### src/sv/isoep_pkg.sv
package isoep_pkg;

   // Characters that the parser tells apart.
   localparam logic [7:0] CHAR_NUL   = 8'h00;
   localparam logic [7:0] CHAR_SPACE = 8'h20;
   localparam logic [7:0] CHAR_DASH  = 8'h2D;
   localparam logic [7:0] CHAR_DOT   = 8'h2E;
   localparam logic [7:0] CHAR_0     = 8'h30;
   localparam logic [7:0] CHAR_9     = 8'h39;
   localparam logic [7:0] CHAR_COLON = 8'h3A;
   localparam logic [7:0] CHAR_T     = 8'h54;
   localparam logic [7:0] CHAR_Z     = 8'h5A;

   localparam logic [3:0] YEAR_DIGITS  = 4'd4;
   localparam logic [3:0] FIELD_DIGITS = 4'd2;
   localparam logic [3:0] FRAC_DIGITS  = 4'd9;

   localparam logic [13:0] YEAR_MAX = 14'd9999;

   localparam int unsigned QUEUE_DEPTH = 2;
   localparam int unsigned QUEUE_AW    = $clog2(QUEUE_DEPTH);

   typedef logic [QUEUE_AW-1:0] qptr_type;
   typedef logic [QUEUE_AW:0]   qcnt_type;

   typedef enum logic [2:0] {
      PH_YEAR,
      PH_MONTH,
      PH_DAY,
      PH_HOUR,
      PH_MINUTE,
      PH_SECOND,
      PH_FRAC,
      PH_ZSEEN
   } phase_type;

   typedef struct packed {
      phase_type   phase;
      logic [3:0]  count;
      logic [13:0] year;
      logic [6:0]  month;
      logic [6:0]  day;
      logic [6:0]  hour;
      logic [6:0]  minute;
      logic [6:0]  second;
      logic        err;
      logic        ended;
   } parse_type;

   // One finished text, as handed from the parser to the date arithmetic.
   typedef struct packed {
      logic [13:0] year;
      logic [6:0]  month;
      logic [6:0]  day;
      logic [6:0]  hour;
      logic [6:0]  minute;
      logic [6:0]  second;
      logic        err;
      logic        ended;
   } rec_type;

   typedef enum logic [3:0] {
      B_IDLE,
      B_LEAP0,
      B_LEAP1,
      B_CHECK,
      B_ERA,
      B_YOE,
      B_DOE,
      B_DAYS,
      B_HRS,
      B_MIN,
      B_MS,
      B_OUT
   } back_state_type;

   // Length of a month; the month is known to lie in 1..12 where it matters.
   function automatic logic [4:0] month_days(logic [6:0] month, logic leap);
      logic [4:0] len;
      unique case (month[3:0])
         4'd2:    len = leap ? 5'd29 : 5'd28;
         4'd4:    len = 5'd30;
         4'd6:    len = 5'd30;
         4'd9:    len = 5'd30;
         4'd11:   len = 5'd30;
         default: len = 5'd31;
      endcase
      return len;
   endfunction

   // Days before the first of a month, counted in a year that starts in March.
   function automatic logic [8:0] doy_base(logic [3:0] mp);
      logic [8:0] base;
      unique case (mp)
         4'd0:    base = 9'd0;
         4'd1:    base = 9'd31;
         4'd2:    base = 9'd61;
         4'd3:    base = 9'd92;
         4'd4:    base = 9'd122;
         4'd5:    base = 9'd153;
         4'd6:    base = 9'd184;
         4'd7:    base = 9'd214;
         4'd8:    base = 9'd245;
         4'd9:    base = 9'd275;
         4'd10:   base = 9'd306;
         4'd11:   base = 9'd337;
         default: base = 9'd0;
      endcase
      return base;
   endfunction

endpackage

### src/sv/isoep_front.sv
module isoep_front (
   input  logic                clock,
   input  logic                reset,
   input  logic                req_tvalid,
   output logic                req_tready,
   input  logic [7:0]          req_tdata,   // char_byte[7:0]
   input  logic                req_tlast,   // last_char
   input  logic                q_full,
   output logic                q_push,
   output isoep_pkg::rec_type  q_rec
);

   isoep_pkg::parse_type state_ff;
   isoep_pkg::parse_type state_in;
   isoep_pkg::parse_type after_char;
   isoep_pkg::parse_type after_end;
   logic                 accept;

   function automatic logic [6:0] mul10(logic [6:0] v, logic [3:0] dv);
      return 7'(v * 7'd10 + 7'(dv));
   endfunction

   function automatic isoep_pkg::parse_type closing(isoep_pkg::parse_type p, logic [7:0] c);
      isoep_pkg::parse_type q;
      q = p;
      if (c == isoep_pkg::CHAR_Z) begin
         q.phase = isoep_pkg::PH_ZSEEN;
         q.count = 4'd0;
      end else if (c == isoep_pkg::CHAR_NUL) begin
         q.ended = 1'b1;
      end else begin
         q.err = 1'b1;
      end
      return q;
   endfunction

   function automatic isoep_pkg::parse_type feed(isoep_pkg::parse_type p, logic [7:0] c);
      isoep_pkg::parse_type q;
      logic                 dig;
      logic [3:0]           dv;
      logic [3:0]           maxd;
      q    = p;
      dig  = (c >= isoep_pkg::CHAR_0) && (c <= isoep_pkg::CHAR_9);
      dv   = c[3:0];
      maxd = isoep_pkg::FIELD_DIGITS;
      if (p.phase == isoep_pkg::PH_YEAR) begin
         maxd = isoep_pkg::YEAR_DIGITS;
      end else if (p.phase == isoep_pkg::PH_FRAC) begin
         maxd = isoep_pkg::FRAC_DIGITS;
      end
      if (!(p.err || p.ended)) begin
         if (dig && p.phase != isoep_pkg::PH_ZSEEN) begin
            if (p.count >= maxd) begin
               q.err = 1'b1;
            end else begin
               q.count = p.count + 4'd1;
               unique case (p.phase)
                  isoep_pkg::PH_YEAR:   q.year   = 14'(p.year * 14'd10 + 14'(dv));
                  isoep_pkg::PH_MONTH:  q.month  = mul10(p.month, dv);
                  isoep_pkg::PH_DAY:    q.day    = mul10(p.day, dv);
                  isoep_pkg::PH_HOUR:   q.hour   = mul10(p.hour, dv);
                  isoep_pkg::PH_MINUTE: q.minute = mul10(p.minute, dv);
                  isoep_pkg::PH_SECOND: q.second = mul10(p.second, dv);
                  default:              q.count  = p.count + 4'd1;
               endcase
            end
         end else begin
            unique case (p.phase)
               isoep_pkg::PH_YEAR: begin
                  if (c == isoep_pkg::CHAR_DASH && p.count != 4'd0 && p.year != 14'd0) begin
                     q.phase = isoep_pkg::PH_MONTH;
                     q.count = 4'd0;
                  end else begin
                     q.err = 1'b1;
                  end
               end
               isoep_pkg::PH_MONTH: begin
                  if (c == isoep_pkg::CHAR_DASH && p.count != 4'd0 && p.month != 7'd0) begin
                     q.phase = isoep_pkg::PH_DAY;
                     q.count = 4'd0;
                  end else begin
                     q.err = 1'b1;
                  end
               end
               isoep_pkg::PH_DAY: begin
                  if (p.count == 4'd0 || p.day == 7'd0) begin
                     q.err = 1'b1;
                  end else if (c == isoep_pkg::CHAR_T || c == isoep_pkg::CHAR_SPACE) begin
                     q.phase = isoep_pkg::PH_HOUR;
                     q.count = 4'd0;
                  end else begin
                     q = closing(p, c);
                  end
               end
               isoep_pkg::PH_HOUR: begin
                  if (c == isoep_pkg::CHAR_COLON && p.count != 4'd0) begin
                     q.phase = isoep_pkg::PH_MINUTE;
                     q.count = 4'd0;
                  end else begin
                     q.err = 1'b1;
                  end
               end
               isoep_pkg::PH_MINUTE: begin
                  if (p.count == 4'd0) begin
                     q.err = 1'b1;
                  end else if (c == isoep_pkg::CHAR_COLON) begin
                     q.phase = isoep_pkg::PH_SECOND;
                     q.count = 4'd0;
                  end else begin
                     q = closing(p, c);
                  end
               end
               isoep_pkg::PH_SECOND: begin
                  if (p.count == 4'd0) begin
                     q.err = 1'b1;
                  end else if (c == isoep_pkg::CHAR_DOT) begin
                     q.phase = isoep_pkg::PH_FRAC;
                     q.count = 4'd0;
                  end else begin
                     q = closing(p, c);
                  end
               end
               isoep_pkg::PH_FRAC: begin
                  if (p.count == 4'd0) begin
                     q.err = 1'b1;
                  end else begin
                     q = closing(p, c);
                  end
               end
               isoep_pkg::PH_ZSEEN: begin
                  if (c == isoep_pkg::CHAR_NUL) begin
                     q.ended = 1'b1;
                  end else begin
                     q.err = 1'b1;
                  end
               end
               default: q.err = 1'b1;
            endcase
         end
      end
      return q;
   endfunction

   assign req_tready = !q_full;
   assign accept     = req_tvalid && req_tready;

   // A text without its own zero byte ends as if one followed the last beat.
   assign after_char = feed(state_ff, req_tdata);
   assign after_end  = feed(after_char, isoep_pkg::CHAR_NUL);

   always_comb begin
      state_in = state_ff;
      if (accept) begin
         if (req_tlast) begin
            state_in = '0;
         end else begin
            state_in = after_char;
         end
      end
   end

   assign q_push       = accept && req_tlast;
   assign q_rec.year   = after_end.year;
   assign q_rec.month  = after_end.month;
   assign q_rec.day    = after_end.day;
   assign q_rec.hour   = after_end.hour;
   assign q_rec.minute = after_end.minute;
   assign q_rec.second = after_end.second;
   assign q_rec.err    = after_end.err;
   assign q_rec.ended  = after_end.ended;

   always_ff @(posedge clock) begin
      if (reset) begin
         state_ff <= '0;
      end else begin
         state_ff <= state_in;
      end
   end

endmodule

### src/sv/isoep_queue.sv
module isoep_queue (
   input  logic                clock,
   input  logic                reset,
   input  logic                push,
   input  isoep_pkg::rec_type  push_rec,
   input  logic                pop,
   output isoep_pkg::rec_type  head_rec,
   output logic                full,
   output logic                empty
);

   isoep_pkg::rec_type  entry_ff [isoep_pkg::QUEUE_DEPTH];
   isoep_pkg::qptr_type wr_ptr_ff;
   isoep_pkg::qptr_type wr_ptr_in;
   isoep_pkg::qptr_type rd_ptr_ff;
   isoep_pkg::qptr_type rd_ptr_in;
   isoep_pkg::qcnt_type count_ff;
   isoep_pkg::qcnt_type count_in;
   logic                do_push;
   logic                do_pop;

   assign full     = (count_ff == isoep_pkg::qcnt_type'(isoep_pkg::QUEUE_DEPTH));
   assign empty    = (count_ff == '0);
   assign do_push  = push && !full;
   assign do_pop   = pop && !empty;
   assign head_rec = entry_ff[rd_ptr_ff];

   always_comb begin
      wr_ptr_in = wr_ptr_ff;
      rd_ptr_in = rd_ptr_ff;
      count_in  = count_ff;
      if (do_push) begin
         wr_ptr_in = isoep_pkg::qptr_type'(wr_ptr_ff + 1'b1);
      end
      if (do_pop) begin
         rd_ptr_in = isoep_pkg::qptr_type'(rd_ptr_ff + 1'b1);
      end
      if (do_push && !do_pop) begin
         count_in = isoep_pkg::qcnt_type'(count_ff + 1'b1);
      end else if (do_pop && !do_push) begin
         count_in = isoep_pkg::qcnt_type'(count_ff - 1'b1);
      end
   end

   always_ff @(posedge clock) begin
      if (reset) begin
         wr_ptr_ff <= '0;
         rd_ptr_ff <= '0;
         count_ff  <= '0;
      end else begin
         wr_ptr_ff <= wr_ptr_in;
         rd_ptr_ff <= rd_ptr_in;
         count_ff  <= count_in;
      end
   end

   always_ff @(posedge clock) begin
      if (do_push) begin
         entry_ff[wr_ptr_ff] <= push_rec;
      end
   end

endmodule

### src/sv/isoep_back.sv
module isoep_back (
   input  logic                clock,
   input  logic                reset,
   input  logic                q_empty,
   input  isoep_pkg::rec_type  q_head,
   output logic                q_pop,
   output logic                rsp_tvalid,
   input  logic                rsp_tready,
   output logic [55:0]         rsp_tdata,   // epoch_ms[48:0], zero padding
   output logic                rsp_tuser    // valid_res
);

   isoep_pkg::back_state_type state_ff;
   isoep_pkg::back_state_type state_in;

   isoep_pkg::rec_type rec_ff;
   logic [5:0]         qy_ff;
   logic [5:0]         qy_in;
   logic [8:0]         ry_ff;
   logic [8:0]         ry_in;
   logic               ok_ff;
   logic               ok_in;
   logic [13:0]        yy_ff;
   logic [13:0]        yy_in;
   logic [5:0]         era_ff;
   logic [5:0]         era_in;
   logic [8:0]         yoe_ff;
   logic [8:0]         yoe_in;
   logic [17:0]        doe_ff;
   logic [17:0]        doe_in;
   logic signed [23:0] days_ff;
   logic signed [23:0] days_in;
   logic signed [28:0] hrs_ff;
   logic signed [28:0] hrs_in;
   logic signed [33:0] mins_ff;
   logic signed [33:0] mins_in;
   logic [48:0]        ms_ff;
   logic [48:0]        ms_in;

   logic        rsp_valid_ff;
   logic        rsp_valid_in;
   logic        rsp_ok_ff;
   logic [48:0] rsp_ms_ff;

   logic        out_free;
   logic        load_out;

   logic [26:0] y_prod;
   logic [26:0] yy_prod;
   logic [18:0] ry_prod;
   logic [2:0]  ry_q100;
   logic [6:0]  ry_r100;
   logic        leap;
   logic [18:0] yoe_prod;
   logic [2:0]  yoe_q100;
   logic [3:0]  mp;
   logic [21:0] era_days;

   assign out_free = !rsp_valid_ff || rsp_tready;

   // Next state.
   always_comb begin
      state_in = state_ff;
      unique case (state_ff)
         isoep_pkg::B_IDLE:  if (!q_empty) state_in = isoep_pkg::B_LEAP0;
         isoep_pkg::B_LEAP0: state_in = isoep_pkg::B_LEAP1;
         isoep_pkg::B_LEAP1: state_in = isoep_pkg::B_CHECK;
         isoep_pkg::B_CHECK: state_in = ok_in ? isoep_pkg::B_ERA : isoep_pkg::B_OUT;
         isoep_pkg::B_ERA:   state_in = isoep_pkg::B_YOE;
         isoep_pkg::B_YOE:   state_in = isoep_pkg::B_DOE;
         isoep_pkg::B_DOE:   state_in = isoep_pkg::B_DAYS;
         isoep_pkg::B_DAYS:  state_in = isoep_pkg::B_HRS;
         isoep_pkg::B_HRS:   state_in = isoep_pkg::B_MIN;
         isoep_pkg::B_MIN:   state_in = isoep_pkg::B_MS;
         isoep_pkg::B_MS:    state_in = isoep_pkg::B_OUT;
         isoep_pkg::B_OUT:   if (out_free) state_in = isoep_pkg::B_IDLE;
         default:            state_in = isoep_pkg::B_IDLE;
      endcase
   end

   // Control outputs.
   always_comb begin
      q_pop    = 1'b0;
      load_out = 1'b0;
      unique case (state_ff)
         isoep_pkg::B_IDLE: q_pop    = !q_empty;
         isoep_pkg::B_OUT:  load_out = out_free;
         default: begin
            q_pop    = 1'b0;
            load_out = 1'b0;
         end
      endcase
   end

   // Division by 400 and by 100 is done by multiplying with a scaled reciprocal;
   // the operands are small enough that the truncated product is exact.
   always_comb begin
      y_prod   = 27'(rec_ff.year) * 27'd5243;
      qy_in    = y_prod[26:21];
      ry_in    = 9'(rec_ff.year - 14'(qy_ff) * 14'd400);

      ry_prod  = 19'(ry_ff) * 19'd656;
      ry_q100  = ry_prod[18:16];
      ry_r100  = 7'(ry_ff - 9'(ry_q100) * 9'd100);
      leap     = ((rec_ff.year[1:0] == 2'b00) && (ry_r100 != 7'd0)) || (ry_ff == 9'd0);
      ok_in    = !rec_ff.err && rec_ff.ended &&
                 (rec_ff.year != 14'd0) && (rec_ff.year <= isoep_pkg::YEAR_MAX) &&
                 (rec_ff.month != 7'd0) && (rec_ff.month <= 7'd12) &&
                 (rec_ff.day != 7'd0) &&
                 (rec_ff.day <= 7'(isoep_pkg::month_days(rec_ff.month, leap))) &&
                 (rec_ff.hour <= 7'd23) && (rec_ff.minute <= 7'd59) &&
                 (rec_ff.second <= 7'd59);
      yy_in    = (rec_ff.month <= 7'd2) ? 14'(rec_ff.year - 14'd1) : rec_ff.year;

      yy_prod  = 27'(yy_ff) * 27'd5243;
      era_in   = yy_prod[26:21];
      yoe_in   = 9'(yy_ff - 14'(era_ff) * 14'd400);

      yoe_prod = 19'(yoe_ff) * 19'd656;
      yoe_q100 = yoe_prod[18:16];
      mp       = (rec_ff.month > 7'd2) ? 4'(rec_ff.month - 7'd3) : 4'(rec_ff.month + 7'd9);
      doe_in   = 18'(yoe_ff) * 18'd365 + 18'(yoe_ff[8:2]) - 18'(yoe_q100)
                 + 18'(isoep_pkg::doy_base(mp)) + 18'(rec_ff.day) - 18'd1;

      era_days = 22'(era_ff) * 22'd146097;
      days_in  = 24'(era_days) + 24'(doe_ff) - 24'd719468;
      hrs_in   = 29'(days_ff) * 29'd24 + 29'(rec_ff.hour);
      mins_in  = 34'(hrs_ff) * 34'd60 + 34'(rec_ff.minute);
      ms_in    = 49'(mins_ff) * 49'd60000 + 49'(rec_ff.second) * 49'd1000;
   end

   always_comb begin
      rsp_valid_in = rsp_valid_ff;
      if (load_out) begin
         rsp_valid_in = 1'b1;
      end else if (rsp_tready) begin
         rsp_valid_in = 1'b0;
      end
   end

   always_ff @(posedge clock) begin
      if (reset) begin
         state_ff     <= isoep_pkg::B_IDLE;
         rsp_valid_ff <= 1'b0;
      end else begin
         state_ff     <= state_in;
         rsp_valid_ff <= rsp_valid_in;
      end
   end

   always_ff @(posedge clock) begin
      if (q_pop) begin
         rec_ff <= q_head;
      end
      if (state_ff == isoep_pkg::B_LEAP0) begin
         qy_ff <= qy_in;
      end
      if (state_ff == isoep_pkg::B_LEAP1) begin
         ry_ff <= ry_in;
      end
      if (state_ff == isoep_pkg::B_CHECK) begin
         ok_ff <= ok_in;
         yy_ff <= yy_in;
      end
      if (state_ff == isoep_pkg::B_ERA) begin
         era_ff <= era_in;
      end
      if (state_ff == isoep_pkg::B_YOE) begin
         yoe_ff <= yoe_in;
      end
      if (state_ff == isoep_pkg::B_DOE) begin
         doe_ff <= doe_in;
      end
      if (state_ff == isoep_pkg::B_DAYS) begin
         days_ff <= days_in;
      end
      if (state_ff == isoep_pkg::B_HRS) begin
         hrs_ff <= hrs_in;
      end
      if (state_ff == isoep_pkg::B_MIN) begin
         mins_ff <= mins_in;
      end
      if (state_ff == isoep_pkg::B_MS) begin
         ms_ff <= ms_in;
      end
      if (load_out) begin
         rsp_ok_ff <= ok_ff;
         rsp_ms_ff <= ok_ff ? ms_ff : 49'd0;
      end
   end

   assign rsp_tvalid = rsp_valid_ff;
   assign rsp_tuser  = rsp_ok_ff;
   assign rsp_tdata  = {7'd0, rsp_ms_ff};

endmodule

### src/sv/iso_timestamp_to_epoch_ms.sv
// Character beats are taken one per cycle while the two-entry text queue has room.
// A well-formed text runs through the leap-year, check and date states of the date
// sequencer; a rejected text goes from the check straight to output. The sequencer
// takes one text at a time, which sets the rate for short texts.
// Synchronous reset returns the parser to the year field, empties the queue and
// drops any result not yet taken.
module iso_timestamp_to_epoch_ms (
   input  logic        clock,
   input  logic        reset,
   input  logic        req_tvalid,
   output logic        req_tready,
   input  logic [7:0]  req_tdata,    // char_byte[7:0]
   input  logic        req_tlast,    // last_char
   output logic        rsp_tvalid,
   input  logic        rsp_tready,
   output logic [55:0] rsp_tdata,    // epoch_ms[48:0], zero padding
   output logic        rsp_tuser     // valid_res
);

   logic               q_push;
   isoep_pkg::rec_type q_rec;
   logic               q_pop;
   isoep_pkg::rec_type q_head;
   logic               q_full;
   logic               q_empty;

   isoep_front u_front (
      .clock      (clock),
      .reset      (reset),
      .req_tvalid (req_tvalid),
      .req_tready (req_tready),
      .req_tdata  (req_tdata),
      .req_tlast  (req_tlast),
      .q_full     (q_full),
      .q_push     (q_push),
      .q_rec      (q_rec)
   );

   isoep_queue u_queue (
      .clock    (clock),
      .reset    (reset),
      .push     (q_push),
      .push_rec (q_rec),
      .pop      (q_pop),
      .head_rec (q_head),
      .full     (q_full),
      .empty    (q_empty)
   );

   isoep_back u_back (
      .clock      (clock),
      .reset      (reset),
      .q_empty    (q_empty),
      .q_head     (q_head),
      .q_pop      (q_pop),
      .rsp_tvalid (rsp_tvalid),
      .rsp_tready (rsp_tready),
      .rsp_tdata  (rsp_tdata),
      .rsp_tuser  (rsp_tuser)
   );

endmodule
### config.mk
export PLATFORM = sky130hd
export DESIGN_NAME = iso_timestamp_to_epoch_ms
export DESIGN_NICKNAME = d
export VERILOG_FILES = /design/src/sv/isoep_pkg.sv /design/src/sv/isoep_front.sv /design/src/sv/isoep_queue.sv /design/src/sv/isoep_back.sv /design/src/sv/iso_timestamp_to_epoch_ms.sv
export SDC_FILE = /design/constraint.sdc
export NUM_CORES = 2
export LEC_CHECK = 0
export BUFFER_PORTS_ARGS = -buffer_cell sky130_fd_sc_hd__buf_4
export CORE_UTILIZATION = 33
export CTS_BUF_LIST = sky130_fd_sc_hd__clkbuf_4
export CTS_CLUSTER_DIAMETER = 100
export CTS_CLUSTER_SIZE = 20
export DETAILED_ROUTE_END_ITERATION = 8
export GPL_TIMING_DRIVEN = 0
export SKIP_CTS_REPAIR_TIMING = 1
export SLEW_MARGIN = 5
export SYNTH_ARGS = -nofsm -noshare
export SYNTH_HDL_FRONTEND = slang
export SYNTH_SLANG_ARGS = --single-unit
### constraint.sdc
create_clock -name clock -period 9.8 [get_ports clock]
set_clock_uncertainty 0.1 [all_clocks]
set_input_delay 0.98 -clock clock [delete_from_list [all_inputs] [get_ports clock]]
set_output_delay 0.98 -clock clock [all_outputs]
set_load 0.02 [all_outputs]
Word-level counts from Yosys, hierarchy flattened
Memories as Yosys holds them, arrays and structs flattened. A register that Yosys moved wholly into a read port is not among the register bits.
Index checks and enable logic that the tools add are counted.
- register bits: 316
- bits in writable memories: 102
- memory bits (read-only): 144
- output and inout port bits: 59
- memories kept: 2
- memories (memory ; words ; width ; rd ports ; clocked after memory_dff ; write ports ; line ; RTL):
    (no name shown) ; 16 ; 9 ; 1 ; 0 ; 0 ; isoep_pkg.sv:94 ; unique case (mp)
    u_queue.entry_ff ; 2 ; 51 ; 1 ; 1 ; 1 ; isoep_queue.sv:12 ; isoep_pkg::rec_type entry_ff [isoep_pkg::QUEUE_DEPTH];
- add/subtract/negate cells: 27
- $mul: 19
- order comparisons: 11
- equal/unequal tests: 40
- mux-type cells: 70
- reduce and logical (&&, ||, !) cells: 60
- operators with widths (operator ; count):
    56-bit two-way mux ; 4
    49-bit case mux with 4 select lines ; 1
    58-bit two-way mux ; 2
    7-bit two-way mux ; 12
    14-bit by 13-bit multiplier with 27-bit output, second input constant ; 2
    54-bit two-way mux ; 1
    53-bit two-way mux ; 1
    49-bit by 17-bit adder with 49-bit output ; 1
    49-bit by 11-bit multiplier with 44-bit output, second input constant ; 1
    7-bit case mux with 7 select lines ; 1
    4-bit case mux with 12 select lines ; 1
    18-bit by 7-bit adder with 18-bit output ; 2
    7-bit by 4-bit adder with 7-bit output ; 5
    7-bit by 3-bit multiplier with 6-bit output, second input constant ; 5
    34-bit by 7-bit adder with 34-bit output ; 1
    34-bit by 4-bit multiplier with 32-bit output, second input constant ; 1
    8-bit by 6-bit == test with 1-bit output, second input constant ; 4
    9-bit by 6-bit multiplier with 15-bit output, second input constant ; 2
    29-bit by 7-bit adder with 29-bit output ; 1
    29-bit by 2-bit multiplier with 26-bit output, second input constant ; 1
    14-bit two-way mux ; 2
    14-bit nonzero test ; 2
    7-bit nonzero test ; 4
    1-bit two-way mux ; 26
    other kinds (65) ; 144

Depth between registers and ports, before layout
- depth in word-level cells: 15
- mapped depth: 36
- depth with buffers taken out: 36

By module
Synthesis repeated with hierarchy kept, for this count alone.
- cells, all modules: 4310
- area total of the unflattened synthesis: 46856.2 µm²
- by module, submodules not included (module ; times used ; cells an instance ; area an instance (µm²)):
    isoep_back ; 1 ; 3443 ; 37392.1
    isoep_front ; 1 ; 683 ; 5579.1
    isoep_queue ; 1 ; 184 ; 3885.0

Worst setup path before layout
OpenSTA, ideal clock, no wires.
- path type: register -> register
- start: register u_back.rec_ff[36] (netlist name)
- end: register u_back.doe_ff[17] (data pin)
- setup time: 0.260 ns
- data arrival time: 6.977 ns
- setup slack: 2.463 ns
- cell stages (with the launch flop): 28
- buffers on the path: 1
- period minus slack after synthesis: 7.337 ns
- cells stage by stage: edfxtp_1 or3_1 nor4_1 inv_1 ha_1 a21oi_1 xnor2_1 clkbuf_1 a21boi_0 fa_1 fa_1 ha_1 fa_1 inv_1 fa_1 inv_1 ha_1 a21o_1 a21oi_1 o21ai_0 a21oi_1 nor2b_1 nor2_1 o21ai_0 o211ai_1 o2111ai_1 a21oi_1 xnor2_1
- word-level cells in the longest chain between the ends: 6
- RTL lines (what ; line ; RTL):
    7-bit by 2-bit greater-than comparator with 1-bit output ; isoep_back.sv:121 ; mp = (rec_ff.month > 7'd2) ? 4'(rec_ff.month - 7'd3) : 4'(rec_ff.month + 7'd9);
    4-bit two-way mux ; isoep_back.sv:121 ;
    memory 16 x 9 bit ; -- ;
    18-bit by 9-bit adder with 18-bit output ; isoep_back.sv:123 ; + 18'(isoep_pkg::doy_base(mp)) + 18'(rec_ff.day) - 18'd1;
    18-bit by 7-bit adder with 18-bit output ; isoep_back.sv:123 ;
    18-bit by 1-bit subtractor with 18-bit output ; isoep_back.sv:123 ;
    named net u_back.doe_in[17] ; isoep_back.sv:30 ; logic [17:0] doe_in;
    end signal: assignment ; isoep_back.sv:172 ; doe_ff <= doe_in;
    end: declaration ; isoep_back.sv:29 ; logic [17:0] doe_ff;
The timed path passes the listed nets, and every way through them passes these cells.
A chain may end at the register's enable or synchronous reset.

Worst setup path after layout
- start: register u_back.rec_ff[36] (netlist name)
- end: register u_back.doe_ff[17] (data pin)
- word-level cells in the longest chain between the ends: 6
- RTL lines (what ; line):
    7-bit by 2-bit greater-than comparator with 1-bit output ; isoep_back.sv:121
    4-bit two-way mux ; isoep_back.sv:121
    memory 16 x 9 bit ; --
    18-bit by 9-bit adder with 18-bit output ; isoep_back.sv:123
    18-bit by 7-bit adder with 18-bit output ; isoep_back.sv:123
    18-bit by 1-bit subtractor with 18-bit output ; isoep_back.sv:123
    named net u_back.doe_in[17] ; isoep_back.sv:30
The timed path passes the listed nets, and every way through them passes these cells.

==> qor.yml <==
portBuffers: 61
cts_tree: "yes"
drive_above_1_share_pct: 6.60
place_area_um2: 50400
synth.avg_cell_area_um2: 10.8
cp-start-kind: "flop"
cts.clk_slew.worst_paths_ns: 0.20
min_period_ns: 8.58
antenna_found_initial: 2
hp-class: "input pin to flop"
initial_core_util_pct: 33.3
cp-end-kind: "flop"
netlist.top_cell.by_area: "edfxtp_1"
path_delay_family: "adder cells"
first_global_vias: 32000
rsz0062_at_grt: "no"
fp-row-count: 138
h-tree-depth: 1
post_drt_wl_per_cell_um: 14.6
grt_pass1_wl_um: 160000
ios: 72
slew_violations: 0
synth_top_area_share_pct: 25.1
crit_fanout: 10
yosysUniqueCellTypes: 106
first_pass_iters: 5
syn2layout_area_growth_pct: 7.55
nets: 5664
timing.slew.headroom_pct: 18.4
status: "completed"
hold_viol: 0
crit_required_ns: 10.41
synthTopCellsByArea: "edfxtp_1 (25%), fa_1 (19%), ha_1 (18%)"
post-route-period-util_pct: 87.5
core_area_um2: 142000
synth-seq-area-share_pct: 27.9
critPathSlowestCell: "nor4_2"
syn_area_um2: 47300
ys_ff_latch: 462
synthFlopType: "edfxtp_1"
drc: 0
grt_max_degree: 35
synth_edf_count: 395
worstMarginPinSlew_ns: 1.21
cp_num_buf_inv: 4
ys.warnings.count: 0
async_flop_share_pct: 0
setup_tns_ns: 0
holdWs_ns: 0.201
final_cell_area_um2: 50900
crit_type: "flop to flop"
die_area_um2: 145000
grtUsageTotal_pct: 13.1
die_height_um: 381
clockBufferDepth: 3
cts_buffers: 30
max_stage_delay_ns: 0.76
syn_inst: 4398
place_congestion: 0.872
via_count: 31000
viasPerCell: 4.82
drt_iter0_markers: 1460
die_w_um: 381
cap_violations: 0
dp_hpwl_um: 77400
insertion_delay_ns: 0.98
grt.overflow.total: 0
timing.fmax_ghz: 0.117
synth_most_common_cell: "ha_1"
clockRootBuffer: "clkbuf_4"
arrival_ns: 9.19
clkSinkCount: 462
synth_common_cells: "ha_1 (684), inv_1 (614), fa_1 (456), edfxtp_1 (395), xnor2_1 (253)"
ant_nets: 0
wirelength_um: 93900
setup_violations: 0
-- metal layers --
metal / vias to the layer above / wire, um / track usage (%)
met3: 65 / 1790 / 0.874
li1: 15500 / - / -
met5: - / 13 / 0
met4: 2 / 1190 / 1.71
met1: 15200 / 44300 / 17.5
met2: 294 / 46600 / 23.6
-- final timing paths --
kind	endpoint	slack [ns]	from	cells past startpoint
setup / recovery	u_back.doe_ff[17]	1.22	u_back.rec_ff[36]	27
hold / removal	u_front.state_ff[53]	0.20	req_tlast	3
setup reg to reg	u_back.doe_ff[17]	1.22	u_back.rec_ff[36]	27
hold reg to reg	u_back.hrs_ff[0]	0.34	u_back.rec_ff[16]	0
-- tightest hold or removal path, cell delays in order --
cell,delay [ns]
buf_4,0.11
or3_1,0.11
a21oi_1,0.05
-- final cells by class --
| class | instances | area [um^2] |
|---|---|---|
| antenna | 1 | 2.50 |
| buffer | 90 | 405 |
| clock buffer | 42 | 315 |
| clock inverter | 11 | 134 |
| fill | 14200 | 91100 |
| inverter | 614 | 2300 |
| multi-input combinational | 3241 | 31500 |
| sequential | 462 | 13200 |
| tap | 1890 | 2360 |
| timing repair buffer | 72 | 662 |
-- per-stage QoR --
stage	util, %	cells	setup WS [ns]
2_1_floorplan	-	4407	2.46
3_3_place_gp	35.3	6358	0.775
3_5_place_dp	35.5	6369	1.30
4_1_cts	35.8	6422	1.22
5_1_grt	35.8	6423	0.622
6_report	35.8	6423	1.22
-- cell usage in the layout, fill, tap and decap left out, types with 68 or more instances in the layout --
cell and instances:
inv_1 613, nor3_1 68, ha_1 684, mux2_2 78, nand3_1 69, o21ai_0 133
nor2_1 226, xor2_1 104, xnor2_1 253, nand2_1 179, fa_1 456, a21o_1 88
edfxtp_1 395, a21oi_1 209, buf_4 73
-- cell families after synthesis --
kind of cell / count (synthesis) / share of synthesized area, %
muxes: 85 / 2.00
AOI/OAI and AO/OA: 758 / 10.6
DFF: 462 / 27.9
other: 1 / 0.00793
adders and majority gates: 1140 / 37.4
and+or+nand+nor: 890 / 9.68
xor gates and xnor gates: 358 / 6.66
buffers and inverters: 704 / 5.73
-- state kept, by name, summed over array words and instances, names as in the netlist --
signal / flops
u_back.days_ff: 24
u_back.doe_ff: 18
u_back.era_ff: 6
u_back.hrs_ff: 29
u_back.mins_ff: 34
u_back.ms_ff: 46
u_back.ok_ff: 1
u_back.qy_ff: 5
u_back.rec_ff: 51
u_back.rsp_ms_ff: 46
u_back.rsp_tuser: 1
u_back.rsp_tvalid: 1
u_back.ry_ff: 9
u_back.state_ff: 4
u_back.yoe_ff: 9
u_back.yy_ff: 14
u_front.state_ff: 58
u_queue.count_ff: 2
u_queue.entry_ff: 102
u_queue.rd_ptr_ff: 1
u_queue.wr_ptr_ff: 1
Power is not shown: default switching activity piles up to over one toggle a cycle in this logic, so the estimate is an artifact.
